--- src/rtl/core/csl_pkg.sv ---
`default_nettype none

package csl_pkg;

  localparam int MAX_STATEMENT_DEF = 256;

  localparam logic [7:0] CH_SEMI   = 8'h3B;  // ';'
  localparam logic [7:0] CH_HASH   = 8'h23;  // '#'
  localparam logic [7:0] CH_SPACE  = 8'h20;  // ' '
  localparam logic [7:0] CH_LF     = 8'h0A;
  localparam logic [7:0] CH_TAB    = 8'h09;
  localparam logic [7:0] CH_CR     = 8'h0D;
  localparam logic [7:0] CH_BSLASH = 8'h5C;
  localparam logic [7:0] CH_DQUOTE = 8'h22;
  localparam logic [7:0] CH_SQUOTE = 8'h27;

  localparam logic [15:0] LINE_MAX = 16'hFFFF;

  typedef enum logic [2:0] {
    ST_OK         = 3'd0,
    ST_COMPLETE   = 3'd1,
    ST_UNEXPECTED = 3'd2,
    ST_TOO_LONG   = 3'd3,
    ST_NL_STRING  = 3'd4
  } status_e;

  typedef enum logic [2:0] {
    MODE_NORMAL = 3'b001,
    MODE_SKIP   = 3'b010,
    MODE_STRING = 3'b100
  } mode_e;

  typedef struct packed {
    logic [7:0]  out_char;
    logic        is_end;
    status_e     status;
    logic [15:0] line_number;
  } res_t;

  // Results of one processed item: count (0..2) and the two slots.
  typedef struct packed {
    logic [1:0] n;
    res_t       r0;
    res_t       r1;
  } push_t;

  function automatic logic is_blank(input logic [7:0] c);
    return (c == CH_SPACE) || ((c >= CH_TAB) && (c <= CH_CR));
  endfunction

endpackage

`default_nettype wire

--- src/rtl/core/csl_in_if.sv ---
`default_nettype none

interface csl_in_if;
  logic       valid;
  logic       ready;
  logic       kind;
  logic [7:0] in_byte;

  modport source (output valid, output kind, output in_byte, input ready);
  modport sink   (input valid, input kind, input in_byte, output ready);
endinterface

`default_nettype wire

--- src/rtl/core/csl_out_if.sv ---
`default_nettype none

interface csl_out_if;
  logic        valid;
  logic        ready;
  logic [7:0]  out_char;
  logic        is_end;
  logic [2:0]  status;
  logic [15:0] line_number;

  modport source (output valid, output out_char, output is_end, output status,
                  output line_number, input ready);
  modport sink   (input valid, input out_char, input is_end, input status,
                  input line_number, output ready);
endinterface

`default_nettype wire

--- src/rtl/core/config_statement_lexer.sv ---
// Statement lexer for configuration text. Each input item is one source byte
// (kind 0) or an end-of-input mark (kind 1); each result item is either one
// normalized statement character or a statement end carrying a status
// (ok, complete, unexpected end, too long, newline in string) and the current
// line number. One input item is taken per cycle: the item is registered,
// the lexer state updates when it is processed, and its zero, one or two
// results go into a four-entry result queue. Sustained rate is one item per
// cycle while results are drained one per cycle; an item that yields two
// results (a held-back space plus a character) writes both entries at once,
// and the input stalls only when the result queue has fewer than two free
// entries. Each accepted byte is registered, then its results are queued.
`default_nettype none

module config_statement_lexer #(
  parameter int MAX_STATEMENT = csl_pkg::MAX_STATEMENT_DEF
) (
  input  wire logic clk_i,
  input  wire logic rst_ni,
  csl_in_if.sink    src_i,
  csl_out_if.source res_o
);

  csl_pkg::push_t push;   // results of the item processed this cycle
  logic           room;   // queue can take two more results

  // Byte register and lexer state; drop nothing, stall when the queue lacks room for two.
  csl_lexer #(
    .MAX_STATEMENT(MAX_STATEMENT)
  ) u_lexer (
    .clk_i,
    .rst_ni,
    .src_i,
    .room_i (room),
    .push_o (push)
  );

  // Hold results until the downstream side takes them.
  csl_res_fifo u_fifo (
    .clk_i,
    .rst_ni,
    .push_i (push),
    .room_o (room),
    .res_o
  );

endmodule

`default_nettype wire

--- src/rtl/core/csl_lexer.sv ---
`default_nettype none

module csl_lexer #(
  parameter int MAX_STATEMENT = csl_pkg::MAX_STATEMENT_DEF
) (
  input  wire logic       clk_i,
  input  wire logic       rst_ni,
  csl_in_if.sink          src_i,
  input  wire logic       room_i,
  output csl_pkg::push_t  push_o
);

  localparam int CW = $clog2(MAX_STATEMENT);
  localparam logic [CW-1:0] LIMIT = CW'(MAX_STATEMENT - 1);

  // Input register.
  logic       s1_valid_q;
  logic       s1_kind_q;
  logic [7:0] s1_byte_q;
  logic       fire;

  assign fire        = s1_valid_q && room_i;
  assign src_i.ready = !s1_valid_q || fire;

  always_ff @(posedge clk_i or negedge rst_ni) begin
    if (!rst_ni) begin
      s1_valid_q <= 1'b0;
    end else if (src_i.ready) begin
      s1_valid_q <= src_i.valid;
    end
  end

  always_ff @(posedge clk_i) begin
    if (src_i.ready && src_i.valid) begin
      s1_kind_q <= src_i.kind;
      s1_byte_q <= src_i.in_byte;
    end
  end

  // Lexer state.
  csl_pkg::mode_e mode_q, mode_d;
  logic           esc_q, esc_d;
  logic           insp_q, insp_d;
  logic           spend_q, spend_d;
  logic           ls_q, ls_d;
  logic           qd_q, qd_d;
  logic [CW-1:0]  cc_q, cc_d;
  logic [15:0]    lc_q, lc_d;

  csl_pkg::push_t push;
  logic           do_end;
  csl_pkg::status_e end_st;
  logic [15:0]    lc_bump;

  assign lc_bump = (lc_q != csl_pkg::LINE_MAX) ? lc_q + 16'd1 : lc_q;

  always_comb begin
    mode_d  = mode_q;
    esc_d   = esc_q;
    insp_d  = insp_q;
    spend_d = spend_q;
    ls_d    = ls_q;
    qd_d    = qd_q;
    cc_d    = cc_q;
    lc_d    = lc_q;
    do_end  = 1'b0;
    end_st  = csl_pkg::ST_OK;
    push    = '0;
    push.r0.line_number = lc_q;
    push.r1.line_number = lc_q;

    if (s1_kind_q) begin
      do_end = 1'b1;
      if (mode_q == csl_pkg::MODE_STRING || (mode_q == csl_pkg::MODE_SKIP && esc_q)) begin
        end_st = csl_pkg::ST_UNEXPECTED;
      end else if (cc_q != '0) begin
        end_st = csl_pkg::ST_UNEXPECTED;
      end else begin
        end_st = csl_pkg::ST_COMPLETE;
      end
    end else begin
      ls_d = (s1_byte_q == csl_pkg::CH_LF);
      unique case (mode_q)
        csl_pkg::MODE_SKIP: begin
          if (esc_q) begin
            esc_d = 1'b0;
          end else if (s1_byte_q == csl_pkg::CH_BSLASH) begin
            esc_d = 1'b1;
          end else if (s1_byte_q == csl_pkg::CH_LF) begin
            lc_d   = lc_bump;
            mode_d = csl_pkg::MODE_NORMAL;
          end
        end
        csl_pkg::MODE_STRING: begin
          if (cc_q >= LIMIT) begin
            do_end = 1'b1;
            end_st = csl_pkg::ST_TOO_LONG;
          end else if (s1_byte_q == csl_pkg::CH_LF) begin
            do_end = 1'b1;
            end_st = csl_pkg::ST_NL_STRING;
          end else begin
            push.n          = 2'd1;
            push.r0.out_char = s1_byte_q;
            cc_d            = cc_q + 1'b1;
            if (esc_q) begin
              esc_d = 1'b0;
            end else if (s1_byte_q == csl_pkg::CH_BSLASH) begin
              esc_d = 1'b1;
            end else if (s1_byte_q == (qd_q ? csl_pkg::CH_DQUOTE : csl_pkg::CH_SQUOTE)) begin
              mode_d = csl_pkg::MODE_NORMAL;
            end
          end
        end
        default: begin
          // Normal mode; a stray mode code behaves the same.
          mode_d = csl_pkg::MODE_NORMAL;
          if (cc_q >= LIMIT) begin
            do_end = 1'b1;
            end_st = csl_pkg::ST_TOO_LONG;
          end else if (ls_q && s1_byte_q == csl_pkg::CH_HASH) begin
            mode_d = csl_pkg::MODE_SKIP;
            esc_d  = 1'b0;
          end else begin
            if (s1_byte_q == csl_pkg::CH_LF) begin
              lc_d = lc_bump;
            end
            if (csl_pkg::is_blank(s1_byte_q)) begin
              if (!insp_q) begin
                cc_d    = cc_q + 1'b1;
                spend_d = 1'b1;
                insp_d  = 1'b1;
              end
            end else if (s1_byte_q == csl_pkg::CH_SEMI) begin
              do_end = 1'b1;
              end_st = csl_pkg::ST_OK;
            end else begin
              insp_d = 1'b0;
              cc_d   = cc_q + 1'b1;
              if (spend_q) begin
                spend_d          = 1'b0;
                push.n           = 2'd2;
                push.r0.out_char = csl_pkg::CH_SPACE;
                push.r1.out_char = s1_byte_q;
              end else begin
                push.n           = 2'd1;
                push.r0.out_char = s1_byte_q;
              end
              if (s1_byte_q == csl_pkg::CH_DQUOTE || s1_byte_q == csl_pkg::CH_SQUOTE) begin
                mode_d = csl_pkg::MODE_STRING;
                qd_d   = (s1_byte_q == csl_pkg::CH_DQUOTE);
                esc_d  = 1'b0;
              end
            end
          end
        end
      endcase
    end

    if (do_end) begin
      push.n         = 2'd1;
      push.r0.is_end = 1'b1;
      push.r0.status = end_st;
      mode_d  = csl_pkg::MODE_NORMAL;
      esc_d   = 1'b0;
      insp_d  = 1'b1;
      spend_d = 1'b0;
      qd_d    = 1'b0;
      cc_d    = '0;
    end

    if (!fire) begin
      push.n = 2'd0;
    end
  end

  assign push_o = push;

  always_ff @(posedge clk_i or negedge rst_ni) begin
    if (!rst_ni) begin
      mode_q  <= csl_pkg::MODE_NORMAL;
      esc_q   <= 1'b0;
      insp_q  <= 1'b1;
      spend_q <= 1'b0;
      ls_q    <= 1'b1;
      qd_q    <= 1'b0;
      cc_q    <= '0;
      lc_q    <= 16'd1;
    end else if (fire) begin
      mode_q  <= mode_d;
      esc_q   <= esc_d;
      insp_q  <= insp_d;
      spend_q <= spend_d;
      ls_q    <= ls_d;
      qd_q    <= qd_d;
      cc_q    <= cc_d;
      lc_q    <= lc_d;
    end
  end

endmodule

`default_nettype wire

--- src/rtl/core/csl_res_fifo.sv ---
`default_nettype none

module csl_res_fifo (
  input  wire logic           clk_i,
  input  wire logic           rst_ni,
  input  wire csl_pkg::push_t push_i,
  output logic                room_o,
  csl_out_if.source           res_o
);

  csl_pkg::res_t mem_q [4];
  logic [1:0]    wr_q, rd_q;
  logic [2:0]    cnt_q, cnt_d;
  logic          pop;
  csl_pkg::res_t head;

  assign head   = mem_q[rd_q];
  assign pop    = res_o.valid && res_o.ready;
  assign room_o = (cnt_q <= 3'd2);

  assign res_o.valid       = (cnt_q != 3'd0);
  assign res_o.out_char    = head.out_char;
  assign res_o.is_end      = head.is_end;
  assign res_o.status      = head.status;
  assign res_o.line_number = head.line_number;

  assign cnt_d = cnt_q + {1'b0, push_i.n} - {2'b00, pop};

  always_ff @(posedge clk_i) begin
    if (push_i.n != 2'd0) begin
      mem_q[wr_q] <= push_i.r0;
    end
    if (push_i.n == 2'd2) begin
      mem_q[wr_q + 2'd1] <= push_i.r1;
    end
  end

  always_ff @(posedge clk_i or negedge rst_ni) begin
    if (!rst_ni) begin
      wr_q  <= '0;
      rd_q  <= '0;
      cnt_q <= '0;
    end else begin
      wr_q  <= wr_q + push_i.n;
      rd_q  <= rd_q + {1'b0, pop};
      cnt_q <= cnt_d;
    end
  end

endmodule

`default_nettype wire

--- src/flat_wrapper.sv ---
// flat-port wrapper written by rule: the top's interface ports become plain ports
module config_statement_lexer_flat 
#(
  parameter int MAX_STATEMENT = csl_pkg::MAX_STATEMENT_DEF
)
  (clk_i, rst_ni, src_i_valid, src_i_kind, src_i_in_byte, src_i_ready, res_o_valid, res_o_out_char, res_o_is_end, res_o_status, res_o_line_number, res_o_ready);
  csl_in_if src_i_i ();
  csl_out_if res_o_i ();
  input  wire logic clk_i;
  input  wire logic rst_ni;
  input wire logic [$bits(src_i_i.valid)-1:0] src_i_valid;
  input wire logic [$bits(src_i_i.kind)-1:0] src_i_kind;
  input wire logic [$bits(src_i_i.in_byte)-1:0] src_i_in_byte;
  output wire logic [$bits(src_i_i.ready)-1:0] src_i_ready;
  output wire logic [$bits(res_o_i.valid)-1:0] res_o_valid;
  output wire logic [$bits(res_o_i.out_char)-1:0] res_o_out_char;
  output wire logic [$bits(res_o_i.is_end)-1:0] res_o_is_end;
  output wire logic [$bits(res_o_i.status)-1:0] res_o_status;
  output wire logic [$bits(res_o_i.line_number)-1:0] res_o_line_number;
  input wire logic [$bits(res_o_i.ready)-1:0] res_o_ready;
  assign src_i_i.valid = src_i_valid;
  assign src_i_i.kind = src_i_kind;
  assign src_i_i.in_byte = src_i_in_byte;
  assign src_i_ready = src_i_i.ready;
  assign res_o_valid = res_o_i.valid;
  assign res_o_out_char = res_o_i.out_char;
  assign res_o_is_end = res_o_i.is_end;
  assign res_o_status = res_o_i.status;
  assign res_o_line_number = res_o_i.line_number;
  assign res_o_i.ready = res_o_ready;
  config_statement_lexer #(.MAX_STATEMENT(MAX_STATEMENT)) u_core (.clk_i(clk_i), .rst_ni(rst_ni), .src_i(src_i_i), .res_o(res_o_i));
endmodule
--- config.mk ---
export PLATFORM = sky130hd
export DESIGN_NAME = config_statement_lexer_flat
export DESIGN_NICKNAME = d
export VERILOG_FILES = /design/src/rtl/core/csl_pkg.sv /design/src/rtl/core/csl_in_if.sv /design/src/rtl/core/csl_out_if.sv /design/src/rtl/core/config_statement_lexer.sv /design/src/rtl/core/csl_lexer.sv /design/src/rtl/core/csl_res_fifo.sv /design/src/flat_wrapper.sv
export SDC_FILE = /design/constraint.sdc
export NUM_CORES = 1
export LEC_CHECK = 0
export BUFFER_PORTS_ARGS = -buffer_cell sky130_fd_sc_hd__buf_2
export CAP_MARGIN = 20
export CORE_MARGIN = 2
export CORE_UTILIZATION = 39
export DETAILED_ROUTE_END_ITERATION = 16
export GPL_TIMING_DRIVEN = 0
export HOLD_SLACK_MARGIN = 0.1
export PLACE_DENSITY = 0.54
export SYNTH_ARGS = -nofsm -noshare
export SYNTH_HDL_FRONTEND = slang
export SYNTH_HIERARCHICAL = 1
export SYNTH_SLANG_ARGS = --single-unit
export TNS_END_PERCENT = 100
--- constraint.sdc ---
create_clock -name clk_i -period 9.2 [get_ports clk_i]
set_clock_uncertainty 0.05 [all_clocks]
set_input_delay 0 -clock clk_i [delete_from_list [all_inputs] [get_ports clk_i]]
set_output_delay 0 -clock clk_i [all_outputs]
set_load 0.01 [all_outputs]
==> results.txt, run 1 <==
The netlist uses 75 different library cells. The wire length of the first global-routing pass came out at 30800 um. The required time reported for the critical path endpoint is 9330 ps. The HPWL after detailed placement is 13400 um. The number of synthesis warnings came out at 6. The number of nets in the layout came out at 704. After synthesis the netlist holds a flip-flop and latch count of 161. The path class of the tightest hold or removal check is in2reg.

The combined area of all synthesized cells is 8690 um2. Summing all multi-input logic gate instances after layout gives 3680 um2. The power per cell area is 250 nW/um2. The static leakage is 3.84 nW. 0 antenna diodes ended up in the layout. The number of antenna violations at the first check in global routing came out at 0. The most common cell after layout, fill and taps aside is edfxtp_1.

The number of placed I/O pins is 43. The number of flops mapped to enable cells by yosys came out at 121. Adding up every negative setup slack in the final design gives 0 ps. The top cell types in the final layout, fill and taps aside, are edfxtp_1 (121), mux2_2 (83), buf_2 (51), dfrtp_1 (36), mux2_4 (29).

The share of the synthesized area in compound gates (AO/OA/AOI/OAI) came to 0.0514. Routed signal wires occupy layers up through met4. The effective utilization at floorplan is 0.398. The row count came out at 54. The data arrival time at the worst-slack endpoint came out at 4210 ps.

The congestion estimate from routability-driven global placement came to 0.868. The count of nets left with antenna violations once routing finished came out at 0. The largest fanout of any net on the critical path is 16. The count of buffers added by post-CTS timing repair for setup is 0. The critical path is of the reg2reg type. The number of I/O port buffers is 42. After detailed routing, the number of remaining DRC violations is 0. The region available for standard cell placement spans 21800 um2. The transition time at the pin with the least slew margin is 934 ps. The number of global-route vias before repair came out at 5447.

The run finished with clean final reports. The clock period minus final worst setup slack is 4080 ps. The total count of hold-check failures in the final report came to 0. The number of clock buffers added by TritonCTS is 17.

Summed over all layers, the global routing overflow is 0. The total wire length came out at 19800 um. The detailed router finished its first iteration with 240 violations.

In the final layout, the share of cells above drive strength 1 is 0.409. By area, the combinational part of the netlist is dominated by multiplexers. The area growth from synthesis to final layout came out at 16.3%. TritonCTS built the clock tree. The number of detailed-route iterations in the first pass is 4. The worst relative slew slack is 0.376. The detailed route wirelength on metal2 is 10100 um. The maximum buffer depth of the clock tree is 2. The die width came out at 153 um. The clock latency reported for the late side of the worst-skew pair is 430 ps. The routed length on met3 is 608 um.

The fraction of the mapped netlist area in simple logic gates is 0.0956. The part of the Yosys area used for sequential elements is 0.534. VDD sags by at most 0.000134 V. The worst setup path is launched from a flip-flop. The count of vias placed by the detailed router is 5301. The worst setup path is captured at a flip-flop.

Setup violations remaining at the end of the flow were counted as 0. The clock slew seen by the registers of the worst setup and hold paths is 70 ps. The max-cap violation count came out at 0. The share of async-settable or async-resettable flops after synthesis came out at 0.248. Counting every instance in the synthesized netlist gives 602. The vertical extent of the die is 153 um. In the final routed layout, each cell accounts on average for 20.3 um. Total power for the finished layout comes to 0.00253 W. The die footprint came out at 23500 um2. The number of max-slew violations in the final report came to 0. Across every metal layer, demand over resource in global routing totals 0.173. The portion of the clock cycle consumed by the worst path in the final layout is 0.443. The layout filler cell count is 1941. The upper clock frequency limit is 245 MHz. The number of H-tree levels is 4. The maximum number of pins on one net before global-route repair is 41. Setup repair after global routing left no endpoint under its margin. The proportion of synthesized area in mux cells came out at 0.238. The area share of fa/ha/maj cells after synthesis is 0.0109. The via count normalized by instance count is 5.43. In this run the mean area of a mapped cell was 14.4 um2. Summing all flip-flop and latch instances after layout gives 4640 um2. The wire length on met1 is 8760 um. In the synthesized netlist the dominant register cell turns out to be edfxtp_1. The tree is rooted in a clkbuf_16.

Of the total synthesized cell area, the portion taken by XOR and XNOR cells is 0.0222. The count of clock tree sinks is 161.
## cell type report
class	instances	share of cell area
plain buffers	48	0.0350
multi-input cells	379	0.364
flip-flops and latches	161	0.459
inverters	17	0.00656
clock inverters	14	0.0116
well taps	280	0.0346
clock buffers	18	0.0424
repair buffers	60	0.0465
## report_power, final
group / total, W / switching [W] / leakage, nW / internal [W]
sequential: 0.00102 / 0.0000648 / 1.65 / 0.000956
clock: 0.000659 / 0.000289 / 0.256 / 0.000370
combinational: 0.000851 / 0.000462 / 1.94 / 0.000389
total: 0.00253 / 0.000815 / 3.84 / 0.00172
## state kept, by name, summed over array words and instances, names as in the netlist
name / cells
u_core/u_fifo/mem_q: 112
u_core/u_lexer/mode_q: 3
u_core/u_lexer/ls_q: 1
u_core/u_lexer/esc_q: 1
u_core/u_fifo/rd_q: 2
u_core/u_lexer/s1_byte_q: 8
u_core/u_lexer/s1_valid_q: 1
u_core/u_lexer/insp_q: 1
u_core/u_lexer/spend_q: 1
u_core/u_lexer/qd_q: 1
u_core/u_fifo/wr_q: 2
u_core/u_lexer/cc_q: 8
u_core/u_lexer/lc_q: 16
u_core/u_fifo/cnt_q: 3
u_core/u_lexer/s1_kind_q: 1
## synth_stat cells, types with 3 or more instances
| master | count | share of area |
|---|---|---|
| edfxtp_1 | 121 | 0.42 |
| mux2_2 | 83 | 0.11 |
| dfrtp_1 | 36 | 0.10 |
| mux2_4 | 29 | 0.050 |
| mux4_2 | 28 | 0.073 |
| nor2_1 | 28 | 0.012 |
| buf_4 | 21 | 0.018 |
| nand2_1 | 18 | 0.0078 |
| inv_1 | 16 | 0.0069 |
| nand3_1 | 15 | 0.0086 |
| a21oi_1 | 14 | 0.0081 |
| and2_1 | 14 | 0.010 |
| o21ai_0 | 11 | 0.0063 |
| xnor2_1 | 11 | 0.011 |
| xor2_1 | 11 | 0.011 |
| buf_2 | 9 | 0.0052 |
| nand2b_1 | 9 | 0.0065 |
| buf_6 | 8 | 0.010 |
| nand4_1 | 8 | 0.0058 |
| nor4_1 | 8 | 0.0058 |
| clkbuf_1 | 6 | 0.0026 |
| ha_1 | 6 | 0.0086 |
| nor3_1 | 5 | 0.0029 |
| dfstp_2 | 4 | 0.012 |
| mux2_1 | 4 | 0.0052 |
| nand3b_1 | 4 | 0.0035 |
| o21ai_1 | 4 | 0.0023 |
| and4_1 | 3 | 0.0030 |
| nor3b_1 | 3 | 0.0026 |
| or4_1 | 3 | 0.0026 |
## cell families after synthesis
group / after synthesis
AOI/OAI and AO/OA: 61
xor gates and xnor gates: 22
adders and majority gates: 7
buffers and inverters: 65
DFF: 161
muxes: 146
other: 1
and+or+nand+nor: 139
## routing by layer
metal | GRT usage | up-vias
met5 | 0 | -
met4 | 0.0542 | 0
met3 | 0.0323 | 23
met2 | 0.298 | 109
met1 | 0.223 | 2699
li1 | - | 2470
## path summary, 6_finish.rpt
check	start	end	slack, ps	cells past startpoint
max	u_core/u_lexer/cc_q[0]$_DFFE_PN0P_	u_core/u_fifo/mem_q[2][24]$_DFFE_PP_	5120	12
min	src_i_kind	u_core/u_lexer/s1_kind_q$_DFFE_PP_	220	2
max reg2reg	u_core/u_lexer/cc_q[0]$_DFFE_PN0P_	u_core/u_fifo/mem_q[2][24]$_DFFE_PP_	5120	12
min reg2reg	u_core/u_lexer/cc_q[1]$_DFFE_PN0P_	u_core/u_lexer/cc_q[1]$_DFFE_PN0P_	470	2
max in group asynchronous	rst_ni	u_core/u_lexer/lc_q[0]$_DFFE_PN1P_	8160	4
min in group asynchronous	rst_ni	u_core/u_lexer/s1_valid_q$_DFFE_PN0N_	430	3
## repair_timing
action / 4_1_cts / 5_1_grt
endpoints found under the hold margin: 59 / 3
hold buffers: 12 / 1
gates resized for setup: 0 / 0
## metrics by stage
stage                     instances   util  setup slack (ps)  instance area, um2  hold slack [ps]
final                           977  0.463              5120               10100              223
after floorplan                 605      -              4570                8710             -346
after global routing            977  0.463              4820               10100              222
after detailed placement        931  0.431              5140                9410              128
after CTS                       975  0.462              5140               10100              206
after global placement          927  0.425              1840                9270              128
## critical path: stages, from the launching register on
cell and delay, ps:
dfrtp_1 380, ha_1 240, nand3_1 160, nor2_1 490, a21o_4 250, nor2_8 60
clkbuf_1 300, a21oi_1 630, and4bb_1 310, buf_6 170, buf_6 170, o21bai_4 330
buf_16 250
Power figures use the tool's default switching activity.
==> inputs of run 2 (changes only) <==
Clock period 9.2 ns to 3.9 ns, I/O delays scaled along.
==> run 2 against run 1 <==
Effect of this change: die area unchanged; sequential share of layout area shrank 0.074 points; highest routed layer unchanged; sequential power rose by 140%; largest power group unchanged.
==> results.txt, run 2 (synthesis results as in run 1) <==
The static leakage is 3.85 nW. The routed design has 20000 um of wire. The H-tree generated during clock tree synthesis spans 4 levels.

The largest registers in the layout are u_core/u_fifo/mem_q: 112 flops, u_core/u_lexer/lc_q: 16 flops. The portion of the clock cycle consumed by the worst path in the final layout came out at 0.944. The number of antenna cells inserted is 0. The launching point of the worst reg2reg path is u_core/u_lexer/s1_byte_q[7]$_DFFE_PP_. The flow ran to the end, and the final reports show no timing, DRC or antenna violations. In this run, CTS created clock tree buffers numbering 17. The global route total overflow came out at 0. The final layout contains 702 nets. The setup slack at placement came out at -273 ps.

The length in cells of the worst reg-to-reg path is 10. The area growth from synthesis to final layout came out at 16.5%. The number of antenna-violating nets in the routed design is 0. The row count came out at 54. The element type at the critical path start is a flip-flop. The clock slew seen by the registers of the worst setup and hold paths came out at 60 ps. The number of endpoints failing setup at the final stage is 0. The power per cell area is 594 nW/um2. 43 I/O pins were placed. After detailed placement, the design holds a cell count of 931. The number of flip-flops under the largest register name came out at 112.

The maximum resistive drop on vdd came out at 0.000311 V. The worst setup path is captured at a flip-flop. Once layout is complete, the utilization of the core stands at 0.464. For flop-to-flop paths, the worst setup slack is 220 ps. Leaving out fill and tap cells, the most frequent cell in the layout is edfxtp_1. Counting instances, the worst hold path has a depth of 2. The effective utilization at floorplan is 0.398. TritonCTS built the clock tree. The floorplan step set the die height to 153 um. The layout filler cell count came out at 1910.

Counting flops per register, the top entry is u_core/u_fifo/mem_q. The count of clock tree sinks is 161. Based on the critical path, the design can be clocked at up to 272 MHz. The clock latency reported for the late side of the worst-skew pair came out at 420 ps.

The required time reported for the critical path endpoint came out at 3980 ps. The HPWL after detailed placement came out at 13300 um. The total count of hold-check failures in the final report came to 0. The tree is rooted in a clkbuf_16. The worst min-delay path category is in2reg.

The die footprint came out at 23500 um2. The count of vias placed by the detailed router came out at 5234. The worst hold slack is 234 ps. The maximum buffer depth of the clock tree is 2.

The standard cell core area is 21800 um2. The worst min-delay path endpoint is u_core/u_lexer/s1_byte_q[6]$_DFFE_PP_. In the final routed layout, each cell accounts on average for 20.6 um. Summed over all failing endpoints, the final setup total negative slack is 0 ps.

The number of I/O port buffers came out at 42. The number of remaining DRC errors is 0. The number of max-slew violations in the final report is 0.

The combined global-route utilization of all metal layers is 0.177. The final standard cell count with taps included and fillers excluded is 974. The maximum number of pins on one net before global-route repair is 41. The first routing iteration left 259 violations. The number of antenna violations at the first check in global routing came to 0. In the final layout, the multi-input gates occupy 3720 um2. In the final layout, the share of cells above drive strength 1 is 0.411. Headroom to the max-slew limit came out at 0.346. The die width is 153 um.

The critical path in this run is classified as reg2reg. Subtracting the final worst setup slack from the clock period gives 3680 ps. The wire length of the first global-routing pass is 31800 um. In the layout the commonest cells are edfxtp_1 (121), mux2_2 (83), buf_2 (51), dfrtp_1 (36), mux2_4 (29). Dividing the detail-routed via count by the number of cells gives 5.37. The largest fanout of any net on the critical path came out at 17. In this run the critical register-to-register path is captured at u_core/u_fifo/mem_q[2][11]$_DFFE_PP_. The worst path meets setup with 218 ps of slack.

The startpoint identified for the worst hold timing path is src_i_in_byte[6]. Summing all flip-flop and latch instances after layout gives 4640 um2. Setup repair after global routing left no endpoint under its margin.

The number of detailed-route iterations in the first pass is 4. STA puts the critical path data arrival time at 3760 ps. The number of global-route vias before repair is 5509. The final weighted congestion of routability-driven global placement is 0.874.

The max-cap violation count came out at 0. The transition time at the pin with the least slew margin came out at 981 ps.
[run 2: area by class of cell]
class | count | share of cell area
Clock buffer | 19 | 0.0427
Buffer | 47 | 0.0346
Sequential cell | 161 | 0.458
Timing Repair Buffer | 59 | 0.0442
Multi-Input combinational cell | 379 | 0.368
Clock inverter | 12 | 0.0116
Inverter | 17 | 0.00655
Tap cell | 280 | 0.0346
[run 2: repair_timing]
action                                 in CTS  in global routing
hold buffers                               12                  0
buffers inserted                            0                  1
gates resized for setup                     3                  4
setup endpoints to repair                 121                 48
pin swaps                                   0                  1
endpoints found under the hold margin      59                  0
[run 2: worst max-delay path by stage]
| stage | from | end | cells past startpoint |
|---|---|---|---|
| after floorplan | u_core/u_lexer/s1_byte_q[7]$_DFFE_PP_ | u_core/u_fifo/mem_q[0][0]$_DFFE_PP_ | 8 |
| final | u_core/u_lexer/s1_byte_q[7]$_DFFE_PP_ | u_core/u_fifo/mem_q[2][11]$_DFFE_PP_ | 10 |
| after global placement | u_core/u_lexer/mode_q[1]$_DFFE_PN0P_ | u_core/u_fifo/mem_q[0][10]$_DFFE_PP_ | 8 |
| after global routing | u_core/u_lexer/s1_byte_q[0]$_DFFE_PP_ | u_core/u_fifo/mem_q[2][18]$_DFFE_PP_ | 11 |
| after CTS | u_core/u_lexer/cc_q[0]$_DFFE_PN0P_ | u_core/u_fifo/mem_q[2][18]$_DFFE_PP_ | 12 |
| after detailed placement | u_core/u_lexer/mode_q[1]$_DFFE_PN0P_ | u_core/u_fifo/mem_q[2][13]$_DFFE_PP_ | 11 |
[run 2: critical path, cell delays in order, from the launching register on]
cell      delay [ps]
edfxtp_1         520
nor3b_1          320
or3b_2           540
nand3_1          210
o32a_1           280
a21oi_4          130
and4bb_1         350
buf_6            190
buf_6            220
o21bai_4         330
buf_16           240
[run 2: routing by layer]
metal | vias to the layer above | track usage | part of all wire
met5 | - | 0 | 0
met4 | 0 | 0.0520 | 0.014
met3 | 17 | 0.0272 | 0.032
met2 | 108 | 0.307 | 0.51
met1 | 2642 | 0.229 | 0.44
li1 | 2467 | - | -
[run 2: power by group]
part / switching (W) / total (W) / internal [W] / leakage [nW]
sequential: 0.000158 / 0.00241 / 0.00226 / 1.65
combinational: 0.00109 / 0.00201 / 0.000918 / 1.93
clock: 0.000660 / 0.00159 / 0.000930 / 0.262
total: 0.00191 / 0.00602 / 0.00410 / 3.85
[run 2: metrics by stage]
step           cell area, um2  total power, W
4_1_cts                 10100         0.00609
3_5_place_dp             9410         0.00448
5_1_grt                 10100         0.00635
2_1_floorplan            8710         0.00371
6_report                10100         0.00602
3_3_place_gp             9270         0.00435
